`config.mk`:
```
export PLATFORM = sky130hd
export DESIGN_NAME = finite_domain_value_removal
export DESIGN_NICKNAME = d
export VERILOG_FILES = /design/src/rtl/fdvr_pkg.sv /design/src/rtl/fdvr_ram.sv /design/src/rtl/fdvr_ctrl.sv /design/src/rtl/fdvr_dp.sv /design/src/rtl/finite_domain_value_removal.sv
export SDC_FILE = /design/constraint.sdc
export NUM_CORES = 2
export LEC_CHECK = 0
export ABC_CLOCK_PERIOD_IN_PS = 5700
export CELL_PAD_IN_SITES_DETAIL_PLACEMENT = 1
export CELL_PAD_IN_SITES_GLOBAL_PLACEMENT = 2
export CORE_MARGIN = 2
export CORE_UTILIZATION = 41
export CTS_BUF_LIST = sky130_fd_sc_hd__clkbuf_8
export DETAILED_ROUTE_END_ITERATION = 10
export DONT_BUFFER_PORTS = 1
export GPL_ROUTABILITY_DRIVEN = 0
export GPL_TIMING_DRIVEN = 0
export HOLD_SLACK_MARGIN = 0.02
export PLACE_DENSITY = 0.77
export SLEW_MARGIN = 20
export SYNTH_ARGS = -nofsm -noshare
export SYNTH_HDL_FRONTEND = slang
export SYNTH_HIERARCHICAL = 1
export SYNTH_SLANG_ARGS = --single-unit
```
`constraint.sdc`:
```
create_clock -name clk -period 5.7 [get_ports clk]
set_input_delay 1.14 -clock clk [delete_from_list [all_inputs] [get_ports clk]]
set_output_delay 1.14 -clock clk [all_outputs]
set_load 0.02 [all_outputs]
```
`src/rtl/fdvr_pkg.sv`:
```
// Package: sizes, codes, transaction and control types for the domain block.
`timescale 1ns / 1ps

package fdvr_pkg;

	// Domain storage geometry.
	localparam int DOMAIN_BITS = 256;
	localparam int WORD_BITS   = 32;
	localparam int NUM_WORDS   = DOMAIN_BITS / WORD_BITS;
	localparam int IDX_W       = $clog2(DOMAIN_BITS);
	localparam int WB_W        = $clog2(WORD_BITS);
	localparam int WA_W        = (NUM_WORDS > 1) ? $clog2(NUM_WORDS) : 1;
	localparam int KC_W        = $clog2(NUM_WORDS + 1);

	localparam logic [WA_W-1:0] WA_MASK = WA_W'(NUM_WORDS - 1);
	localparam logic [WA_W-1:0] WA_LAST = WA_W'(NUM_WORDS - 1);
	localparam logic [KC_W-1:0] KC_LAST = KC_W'(NUM_WORDS);

	// Command codes.
	localparam logic [1:0] CMD_LOAD   = 2'd0;
	localparam logic [1:0] CMD_REMOVE = 2'd1;
	localparam logic [1:0] CMD_TEST   = 2'd2;

	// Event codes.
	localparam logic [2:0] EV_NONE      = 3'd0;
	localparam logic [2:0] EV_SINGLETON = 3'd1;
	localparam logic [2:0] EV_MIN       = 3'd3;
	localparam logic [2:0] EV_MAX       = 3'd4;
	localparam logic [2:0] EV_CHANGE    = 3'd5;
	localparam logic [2:0] EV_FAIL      = 3'd6;

	typedef struct packed {
		logic [1:0]         cmd;
		logic signed [31:0] value;
		logic signed [31:0] upper_in;
	} req_t;

	typedef struct packed {
		logic [2:0]         event_res;
		logic signed [31:0] lower;
		logic signed [31:0] upper;
		logic [31:0]        count;
		logic               member;
		logic               changed;
		logic               empty_res;
		logic               single;
	} rsp_t;

	typedef enum logic [2:0] {
		ST_IDLE,
		ST_DECODE,
		ST_BITRD,
		ST_SPAN,
		ST_FILL,
		ST_SCAN,
		ST_PUBLISH
	} state_t;

	// Commands from the controller to the datapath.
	typedef struct packed {
		logic take;
		logic decode;
		logic bitchk;
		logic span;
		logic fill;
		logic scan;
		logic publish;
	} dp_ctl_t;

	// Status from the datapath to the controller.
	typedef struct packed {
		logic need_bit;
		logic need_span;
		logic need_fill;
		logic fill_last;
		logic need_scan;
		logic scan_done;
	} dp_sts_t;

endpackage

```
`src/rtl/fdvr_ram.sv`:
```
// Generic single-write, single-read RAM with registered read data.
`timescale 1ns / 1ps

module fdvr_ram #(
	parameter int WIDTH = 32,
	parameter int DEPTH = 8
) (
	input  logic                                         clk,
	input  logic                                         we,
	input  logic [((DEPTH > 1) ? $clog2(DEPTH) : 1)-1:0] waddr,
	input  logic [WIDTH-1:0]                             wdata,
	input  logic [((DEPTH > 1) ? $clog2(DEPTH) : 1)-1:0] raddr,
	output logic [WIDTH-1:0]                             rdata
);

	logic [WIDTH-1:0] mem_q [DEPTH];

	always_ff @(posedge clk) begin
		if (we) begin
			mem_q[waddr] <= wdata;
		end
		rdata <= mem_q[raddr];
	end

endmodule

```
`src/rtl/fdvr_ctrl.sv`:
```
// Controller: sequences decode, bit check, span, fill, scan and publish steps.
`timescale 1ns / 1ps

module fdvr_ctrl (
	input  logic             clk,
	input  logic             arst_n,
	input  logic             req_valid,
	output logic             req_stall,
	output logic             rsp_valid,
	input  logic             rsp_stall,
	output fdvr_pkg::dp_ctl_t ctl,
	input  fdvr_pkg::dp_sts_t sts
);

	fdvr_pkg::state_t state_q, state_d;
	logic             rsp_valid_q;

	always_ff @(posedge clk or negedge arst_n) begin
		if (!arst_n) begin
			state_q     <= fdvr_pkg::ST_IDLE;
			rsp_valid_q <= 1'b0;
		end else begin
			state_q <= state_d;
			if (ctl.publish) begin
				rsp_valid_q <= 1'b1;
			end else if (!rsp_stall) begin
				rsp_valid_q <= 1'b0;
			end
		end
	end

	always_comb begin
		state_d   = state_q;
		ctl       = '0;
		req_stall = 1'b1;
		unique case (state_q)
			fdvr_pkg::ST_IDLE: begin
				req_stall = 1'b0;
				if (req_valid) begin
					ctl.take = 1'b1;
					state_d  = fdvr_pkg::ST_DECODE;
				end
			end
			fdvr_pkg::ST_DECODE: begin
				ctl.decode = 1'b1;
				if (sts.need_bit) begin
					state_d = fdvr_pkg::ST_BITRD;
				end else if (sts.need_span) begin
					state_d = fdvr_pkg::ST_SPAN;
				end else begin
					state_d = fdvr_pkg::ST_PUBLISH;
				end
			end
			fdvr_pkg::ST_BITRD: begin
				ctl.bitchk = 1'b1;
				state_d    = sts.need_scan ? fdvr_pkg::ST_SCAN : fdvr_pkg::ST_PUBLISH;
			end
			fdvr_pkg::ST_SPAN: begin
				ctl.span = 1'b1;
				state_d  = sts.need_fill ? fdvr_pkg::ST_FILL : fdvr_pkg::ST_PUBLISH;
			end
			fdvr_pkg::ST_FILL: begin
				ctl.fill = 1'b1;
				if (sts.fill_last) begin
					state_d = fdvr_pkg::ST_PUBLISH;
				end
			end
			fdvr_pkg::ST_SCAN: begin
				ctl.scan = 1'b1;
				if (sts.scan_done) begin
					state_d = fdvr_pkg::ST_PUBLISH;
				end
			end
			fdvr_pkg::ST_PUBLISH: begin
				if (!rsp_valid_q || !rsp_stall) begin
					ctl.publish = 1'b1;
					state_d     = fdvr_pkg::ST_IDLE;
				end
			end
			default: begin
				state_d = fdvr_pkg::ST_IDLE;
			end
		endcase
	end

	assign rsp_valid = rsp_valid_q;

endmodule

```
`src/rtl/fdvr_dp.sv`:
```
// Datapath: domain registers, bitmap RAM, fill mask, span and word scan logic.
`timescale 1ns / 1ps

module fdvr_dp (
	input  logic              clk,
	input  logic              arst_n,
	input  fdvr_pkg::req_t    req,
	output fdvr_pkg::rsp_t    rsp,
	input  fdvr_pkg::dp_ctl_t ctl,
	output fdvr_pkg::dp_sts_t sts
);

	localparam int IW = fdvr_pkg::IDX_W;
	localparam int AW = fdvr_pkg::WA_W;
	localparam int BW = fdvr_pkg::WB_W;
	localparam int WB = fdvr_pkg::WORD_BITS;

	// Domain state.
	logic signed [31:0] lo_q, hi_q;
	logic [31:0]        cnt_q;
	logic [2:0]         ev_q;
	logic               mode_q;     // 1: bounds form, 0: bitmap form
	logic               member_q, changed_q;

	// Per-transaction working registers.
	logic [1:0]         cmd_q;
	logic signed [31:0] v_q, up_q;
	logic               in_rng_q, eq_lo_q, eq_hi_q, scan_up_q;
	logic [2:0]         ev_pend_q;
	logic [IW-1:0]      span_q;
	logic [AW-1:0]      fw_q, cur_w_q;
	logic [fdvr_pkg::KC_W-1:0] kc_q;
	logic [WB-1:0]      word_q;
	fdvr_pkg::rsp_t     rsp_q;

	// RAM port.
	logic          ram_we;
	logic [AW-1:0] ram_waddr, ram_raddr;
	logic [WB-1:0] ram_wdata, ram_rdata;

	logic [IW-1:0]      vidx;
	logic [AW-1:0]      vword;
	logic [BW-1:0]      vbit;
	logic               in_rng;
	logic signed [32:0] diff;
	logic               span_neg, span_fits;
	logic [31:0]        span_cnt;
	logic [WB-1:0]      fill_word, cleared, scan_data, cand;
	logic               hit, found;
	logic [BW-1:0]      fb_lo, fb_hi, fb;
	logic [IW-1:0]      jidx, dist_up, dist_dn, off;
	logic [AW-1:0]      next_w;

	assign vidx  = v_q[IW-1:0];
	assign vword = AW'(vidx >> BW);
	assign vbit  = vidx[BW-1:0];

	assign in_rng = (cnt_q != 32'd0) && (v_q >= lo_q) && (v_q <= hi_q);

	// Span of the bounds, saturated count.
	assign diff      = {hi_q[31], hi_q} - {lo_q[31], lo_q};
	assign span_neg  = diff[32];
	assign span_fits = (diff[32:IW] == '0);
	assign span_cnt  = (diff[31:0] == 32'hFFFF_FFFF) ? 32'hFFFF_FFFF : diff[31:0] + 32'd1;

	// Fill mask: a bit is set when its value lies within lower..upper.
	always_comb begin
		fill_word = '0;
		off       = '0;
		for (int b = 0; b < WB; b++) begin
			off          = ((IW'(fw_q) << BW) | IW'(b)) - lo_q[IW-1:0];
			fill_word[b] = (off <= span_q);
		end
	end

	assign hit     = in_rng_q & ram_rdata[vbit];
	assign cleared = ram_rdata & ~(WB'(1) << vbit);

	// Scan: first word excludes the removed bit and everything behind it.
	assign scan_data = (kc_q == '0) ? word_q : ram_rdata;

	always_comb begin
		cand  = '0;
		fb_lo = '0;
		fb_hi = '0;
		for (int b = 0; b < WB; b++) begin
			cand[b] = scan_data[b] & ((kc_q != '0) ||
				(scan_up_q ? (BW'(b) > vbit) : (BW'(b) < vbit)));
		end
		for (int b = WB - 1; b >= 0; b--) begin
			if (cand[b]) begin
				fb_lo = BW'(b);
			end
		end
		for (int b = 0; b < WB; b++) begin
			if (cand[b]) begin
				fb_hi = BW'(b);
			end
		end
	end

	assign found   = |cand;
	assign fb      = scan_up_q ? fb_lo : fb_hi;
	assign jidx    = (IW'(cur_w_q) << BW) | IW'(fb);
	assign dist_up = jidx - vidx;
	assign dist_dn = vidx - jidx;
	assign next_w  = scan_up_q ? ((cur_w_q + AW'(1)) & fdvr_pkg::WA_MASK)
	                           : ((cur_w_q - AW'(1)) & fdvr_pkg::WA_MASK);

	// RAM access steering.
	always_comb begin
		ram_we    = 1'b0;
		ram_waddr = vword;
		ram_wdata = cleared;
		ram_raddr = ctl.scan ? next_w : vword;
		if (ctl.fill) begin
			ram_we    = 1'b1;
			ram_waddr = fw_q;
			ram_wdata = fill_word;
		end else if (ctl.bitchk && cmd_q == fdvr_pkg::CMD_REMOVE && hit) begin
			ram_we = 1'b1;
		end
	end

	fdvr_ram #(
		.WIDTH(WB),
		.DEPTH(fdvr_pkg::NUM_WORDS)
	) u_bitmap (
		.clk  (clk),
		.we   (ram_we),
		.waddr(ram_waddr),
		.wdata(ram_wdata),
		.raddr(ram_raddr),
		.rdata(ram_rdata)
	);

	// Status toward the controller.
	always_comb begin
		sts           = '0;
		sts.need_bit  = (cmd_q == fdvr_pkg::CMD_REMOVE || cmd_q == fdvr_pkg::CMD_TEST) &&
		                !mode_q && in_rng;
		sts.need_span = (cmd_q == fdvr_pkg::CMD_LOAD) ||
		                (cmd_q == fdvr_pkg::CMD_REMOVE && in_rng && mode_q &&
		                 (lo_q != hi_q) && ((v_q == lo_q) || (v_q == hi_q)));
		sts.need_fill = !span_neg && span_fits;
		sts.fill_last = (fw_q == fdvr_pkg::WA_LAST);
		sts.need_scan = (cmd_q == fdvr_pkg::CMD_REMOVE) && hit && (cnt_q != 32'd1) &&
		                (eq_lo_q || eq_hi_q);
		sts.scan_done = found || (kc_q == fdvr_pkg::KC_LAST);
	end

	// Domain state and flags.
	always_ff @(posedge clk or negedge arst_n) begin
		if (!arst_n) begin
			lo_q      <= '0;
			hi_q      <= '0;
			cnt_q     <= 32'd1;
			ev_q      <= fdvr_pkg::EV_NONE;
			mode_q    <= 1'b1;
			member_q  <= 1'b0;
			changed_q <= 1'b0;
		end else begin
			if (ctl.take) begin
				member_q  <= 1'b0;
				changed_q <= 1'b0;
			end
			if (ctl.decode) begin
				unique case (cmd_q)
					fdvr_pkg::CMD_LOAD: begin
						lo_q   <= v_q;
						hi_q   <= up_q;
						mode_q <= 1'b1;
					end
					fdvr_pkg::CMD_REMOVE: begin
						if (in_rng && mode_q) begin
							if (lo_q == hi_q) begin
								cnt_q     <= '0;
								ev_q      <= fdvr_pkg::EV_FAIL;
								changed_q <= 1'b1;
							end else if (v_q == lo_q) begin
								lo_q      <= lo_q + 32'sd1;
								changed_q <= 1'b1;
							end else if (v_q == hi_q) begin
								hi_q      <= hi_q - 32'sd1;
								changed_q <= 1'b1;
							end
						end
					end
					fdvr_pkg::CMD_TEST: begin
						if (mode_q) begin
							member_q <= in_rng;
						end
					end
					default: begin
					end
				endcase
			end
			if (ctl.span) begin
				if (span_neg) begin
					cnt_q <= '0;
					ev_q  <= fdvr_pkg::EV_FAIL;
				end else begin
					cnt_q <= span_cnt;
					if (diff == '0) begin
						ev_q <= fdvr_pkg::EV_SINGLETON;
					end else if (cmd_q == fdvr_pkg::CMD_LOAD) begin
						ev_q <= fdvr_pkg::EV_NONE;
					end else begin
						ev_q <= ev_pend_q;
					end
				end
			end
			if (ctl.fill && sts.fill_last) begin
				mode_q <= 1'b0;
			end
			if (ctl.bitchk) begin
				if (cmd_q == fdvr_pkg::CMD_TEST) begin
					member_q <= hit;
				end else if (hit) begin
					cnt_q <= cnt_q - 32'd1;
					if (cnt_q == 32'd1) begin
						ev_q      <= fdvr_pkg::EV_FAIL;
						changed_q <= 1'b1;
					end else if (!eq_lo_q && !eq_hi_q) begin
						ev_q <= fdvr_pkg::EV_CHANGE;
					end
				end
			end
			if (ctl.scan && found) begin
				if (scan_up_q) begin
					lo_q <= v_q + $signed(32'(dist_up));
				end else begin
					hi_q <= v_q - $signed(32'(dist_dn));
				end
				if (cnt_q == 32'd1) begin
					ev_q <= fdvr_pkg::EV_SINGLETON;
				end else begin
					ev_q <= scan_up_q ? fdvr_pkg::EV_MIN : fdvr_pkg::EV_MAX;
				end
				changed_q <= 1'b1;
			end
		end
	end

	// Working registers and the result register.
	always_ff @(posedge clk) begin
		if (ctl.take) begin
			cmd_q <= req.cmd;
			v_q   <= req.value;
			up_q  <= req.upper_in;
		end
		if (ctl.decode) begin
			in_rng_q  <= in_rng;
			eq_lo_q   <= (v_q == lo_q);
			eq_hi_q   <= (v_q == hi_q);
			ev_pend_q <= (v_q == lo_q) ? fdvr_pkg::EV_MIN : fdvr_pkg::EV_MAX;
		end
		if (ctl.span) begin
			span_q <= diff[IW-1:0];
			fw_q   <= '0;
		end
		if (ctl.fill) begin
			fw_q <= fw_q + AW'(1);
		end
		if (ctl.bitchk) begin
			word_q    <= cleared;
			cur_w_q   <= vword;
			kc_q      <= '0;
			scan_up_q <= eq_lo_q;
		end
		if (ctl.scan) begin
			cur_w_q <= next_w;
			kc_q    <= kc_q + fdvr_pkg::KC_W'(1);
		end
		if (ctl.publish) begin
			rsp_q.event_res <= ev_q;
			rsp_q.lower     <= lo_q;
			rsp_q.upper     <= hi_q;
			rsp_q.count     <= cnt_q;
			rsp_q.member    <= member_q;
			rsp_q.changed   <= changed_q;
			rsp_q.empty_res <= (ev_q == fdvr_pkg::EV_FAIL);
			rsp_q.single    <= (lo_q == hi_q) && (cnt_q != 32'd0);
		end
	end

	assign rsp = rsp_q;

endmodule

```
`src/rtl/finite_domain_value_removal.sv`:
```
// Top level: one finite integer domain with load, remove and membership test.
`timescale 1ns / 1ps

// Usage
// - Request channel (req, req_valid, req_stall): one transaction carries a
//   command (load bounds, remove value, test membership), a value and an upper
//   bound. A transaction is taken when req_valid is high and req_stall is low.
// - Response channel (rsp, rsp_valid, rsp_stall): every request yields exactly
//   one response with the event code, bounds, count and the member, changed,
//   empty and single flags, in request order.
// - One request at a time. After decode, a request goes straight to publish
//   for a bounds-form test, an unknown command, or a value outside the
//   domain, interior in bounds form or last in bounds form; through a bit
//   check for another bitmap test or a bitmap remove that moves no bound;
//   through the span step for a load or bounds-form bound removal, then a
//   fill when the bitmap is written, one word per cycle; through a bit check
//   and a word scan for a bitmap bound removal, one word scanned per cycle.
//   The next request is taken once the response is published.
// - A finished response waits in the output register while rsp_stall is high;
//   the next request is still accepted and worked on, and only its publish
//   step waits for the register to free up.
// - Reset (arst_n low) gives the domain {0} in bounds form, event none, no
//   response pending. The bitmap RAM needs no clearing: it is read only in
//   bitmap form, and every entry is written before that form is entered.
module finite_domain_value_removal (
	input  logic           clk,
	input  logic           arst_n,
	input  logic           req_valid,
	output logic           req_stall,
	input  fdvr_pkg::req_t req,
	output logic           rsp_valid,
	input  logic           rsp_stall,
	output fdvr_pkg::rsp_t rsp
);

	fdvr_pkg::dp_ctl_t ctl;
	fdvr_pkg::dp_sts_t sts;

	// Sequence the work for each transaction.
	fdvr_ctrl u_ctrl (
		.clk      (clk),
		.arst_n   (arst_n),
		.req_valid(req_valid),
		.req_stall(req_stall),
		.rsp_valid(rsp_valid),
		.rsp_stall(rsp_stall),
		.ctl      (ctl),
		.sts      (sts)
	);

	// Hold the domain and compute the results.
	fdvr_dp u_dp (
		.clk   (clk),
		.arst_n(arst_n),
		.req   (req),
		.rsp   (rsp),
		.ctl   (ctl),
		.sts   (sts)
	);

	// A failed domain always reports zero values.
	a_fail_empty: assert property (@(posedge clk) disable iff (!arst_n)
		rsp_valid && rsp.empty_res |-> rsp.count == 32'd0)
		else $error("fail event with nonzero count");

	// A single-valued domain holds exactly one value.
	a_single_one: assert property (@(posedge clk) disable iff (!arst_n)
		rsp_valid && rsp.single |-> rsp.count == 32'd1)
		else $error("singleton with count other than one");

	// A membership result and a change flag never come from the same transaction.
	a_member_changed: assert property (@(posedge clk) disable iff (!arst_n)
		rsp_valid |-> !(rsp.member && rsp.changed))
		else $error("member and changed both set");

	// A nonempty domain never reports lower above upper.
	a_bounds_order: assert property (@(posedge clk) disable iff (!arst_n)
		rsp_valid && rsp.count != 32'd0 |-> rsp.lower <= rsp.upper)
		else $error("nonempty domain with lower above upper");

endmodule
```
==> run summary <==
PortBufs - 0
DRC Markers - 0
CTS tree - done
Final worst path period need - 6.299 ns
Most common cell after layout, fill and taps aside - edfxtp_1
Setup crit start - u_dp/kc_q[1]
Worst reg2reg endpoint - u_dp/hi_q[23]
Tot GR Track Use - 30.17%
CTS H-tree depth - 3
Final worst slack - -0.5992 ns
GR Util met2 - 50.72%
Crit Path Class - flop to flop
# fillers - 10.47k
Slew Viols, Final - 0
M1 GR Usage - 38.17%
Busiest layer in global routing - met2
Mapped Cells - 3686
Avg Inst Size Synth - 10.88 um2
Worst EP required - 6.33 ns
CTS clk-pin slew, worst paths - 0.07 ns
Pin count of the biggest net entering global routing - 47
Setup Skew - 0.05058 ns
Area grow syn2layout - 16.84%
R2R setup slack - -0.60 ns
Biggest register - u_dp/u_bitmap/mem_q
Final worst-path cycle share - 110.5%
First-pass DRT Iterations - 6
CP Capture Point - u_dp/hi_q[23]
Register bit count reported by yosys - 618
Final count of negative-setup-slack endpoints - 43
Antenna-violating nets left - 0
Max reg flops - 256
First-pass GRT wire length - 223.3 mm
DP Wirelength - 114.0 mm
Worst-skew pair later-pin latency - 0.79 ns
Most used DFF post-synth - edfxtp_1
Synth Net Count - 4079
Hold WC Path Type - primary input to async pin
R2R depth - 29
CTS buffer count - 105
Startpoint types - flop
Commonest cells after routing, fill and taps aside - 480 x edfxtp_1, 306 x ha_1, 225 x nand2_1
Die height - 316.7 um
Critical path's largest stage delay - 0.50 ns
Worst-Margin Slew - 1.227 ns
Synth Warn # - 6
Row Count - 114
DRT iter0 DRCs - 2395
Run status - complete, but fails checks
Total Wirelength - 154.4 mm
Max Clk Rate - 158.8 MHz
Layout cell share with drive strength beyond 1 - 17.29%
Fin util - 48.37%
Via density - 6.194
Io pins - 175
Final Hold Viols - 0
Post-synth ARST share - 17.15%
Clock tree sinks - 618
Clock root buffer - clkbuf_8
Seq/Total Area, Yosys - 44.17%
Core Footprint - 0.09685 mm2
DIE WIDTH - 316.7 um
CTS Buffer Depth - 3
Dpl ws - -2.057 ns
Grt ovf - 0
Critical Path End Type - flop
DIE AREA - 0.1003 mm2
Initial antenna violation count - 7
Max_cap viols - 0
Crit-path max FO - 8
Failing checks - setup timing
Routing usage on met3 - 4.050%
Starting density of the core - 41.40%
RR Startpoint - u_dp/kc_q[1]
Worst path slowest cell - or3b_4
Synth cell types - 112
Slew HR - 17.33%
RSZ-0062 raised after global routing - true
Cell Area, Synth - 0.04010 mm2
Via count - 32.93k
Vias in the first global route - 33.42k
Critical Path AT - 6.93 ns
EDFF count, synth - 480
DR WL/cell - 29.03 um
Nets - 4336
Largest regs - u_dp/u_bitmap/mem_q x256, u_dp/rsp x103
==> repair_timing <==
item | 4_1_cts | 5_1_grt
pin swaps | 93 | 49
endpoints found under the setup margin | 107 | 79
hold endpoints to repair | 46 | 0
gates cloned | 2 | 0
hold buffers | 3 | 0
gates resized for setup | 222 | 58
setup buffers | 86 | 30
==> layout make-up <==
type                    count  area [um2]  area share (%)
flip-flops and latches    618       17710           37.80
well taps                1276        1597           3.408
clock inverters            80       589.3           1.258
diodes                      5       12.51         0.02671
multi-input cells        2676       21840           46.61
inverters                 192       739.5           1.578
repair buffers            154        1669           3.563
plain buffers             196        1042           2.225
clock buffers             120        1652           3.525
==> kinds of logic (layout without fill, tap and decap cells) <==
logic type,count (synthesis),after routing,share of synthesized area (%)
other,0,5,0
buffers and inverters,393,742,4.128
AO/OA/AOI/OAI,1019,1019,17.48
adder cells (fa/ha/maj),323,323,10.23
XOR/XNOR,224,224,4.912
multiplexers,133,133,6.119
flip-flops,618,618,44.17
AND/OR/NAND/NOR,976,977,12.96
==> how the worst min path moves through the flow <==
stage / startpoint / slack, ns / endpoint / cells after the start
floorplan: u_dp/ev_q[2] / 0.42 / u_dp/rsp[102] / 0
global placement: u_dp/cnt_q[7] / 0.45 / u_dp/rsp[11] / 0
detailed placement: u_dp/cnt_q[22] / 0.45 / u_dp/rsp[26] / 0
CTS: arst_n / 0.03 / u_dp/lo_q[2] / 0
global route: arst_n / 0.04 / u_dp/lo_q[5] / 0
finish: arst_n / 0.09 / u_dp/lo_q[2] / 0
==> per-stage QoR <==
stage / instances / hold WS, ns / TNS [ns] / instance area (um2)
floorplan: 3686 / 0.4249 / -0.03828 / 40310
global placement: 4962 / 0.4510 / -626.68 / 41910
detailed placement: 4997 / 0.4514 / -97.09 / 42590
CTS: 5286 / 0.03438 / -7.883 / 46440
global route: 5314 / 0.04482 / -21.66 / 46840
finish: 5317 / 0.08574 / -12.31 / 46850
==> critical path, delay by kind of cell (launching register included) <==
family	cells	cell delay [ns]
and+or+nand+nor	8	2.31
buffers and inverters	4	0.47
xor gates and xnor gates	2	0.28
DFF	1	0.40
AOI/OAI and AO/OA	12	2.17
adders and majority gates	3	0.53
==> synthesized netlist by cell type, types with 41 or more instances <==
library cell | instances | area (um2)
o221ai_1 | 44 | 385.4
a21o_1 | 121 | 908.4
ha_1 | 315 | 3941
o21ai_0 | 148 | 740.7
o21a_1 | 80 | 600.6
dfrtp_1 | 104 | 2603
clkbuf_1 | 128 | 480.5
edfxtp_1 | 480 | 14410
nand3_1 | 105 | 525.5
xnor2_1 | 150 | 1314
nand2_1 | 235 | 882.1
xor2_1 | 73 | 639.4
a31oi_1 | 46 | 287.8
nor3_1 | 66 | 330.3
nand4_1 | 93 | 581.8
inv_1 | 188 | 705.7
nor2b_1 | 70 | 437.9
o211ai_1 | 41 | 307.8
nor2_1 | 145 | 544.3
a21oi_1 | 237 | 1186
==> metal layers <==
layer / vias up / share of wire [%] / wire length (um)
li1: 14662 / - / -
met1: 16695 / 41 / 62920
met4: 0 / 5.5 / 8566
met2: 1228 / 48 / 74150
met3: 347 / 5.7 / 8737
met5: - / 0 / 0
Power is left out: the tool's default activity adds up to more than one toggle a clock period on the data nets, which glitch-free logic cannot reach.
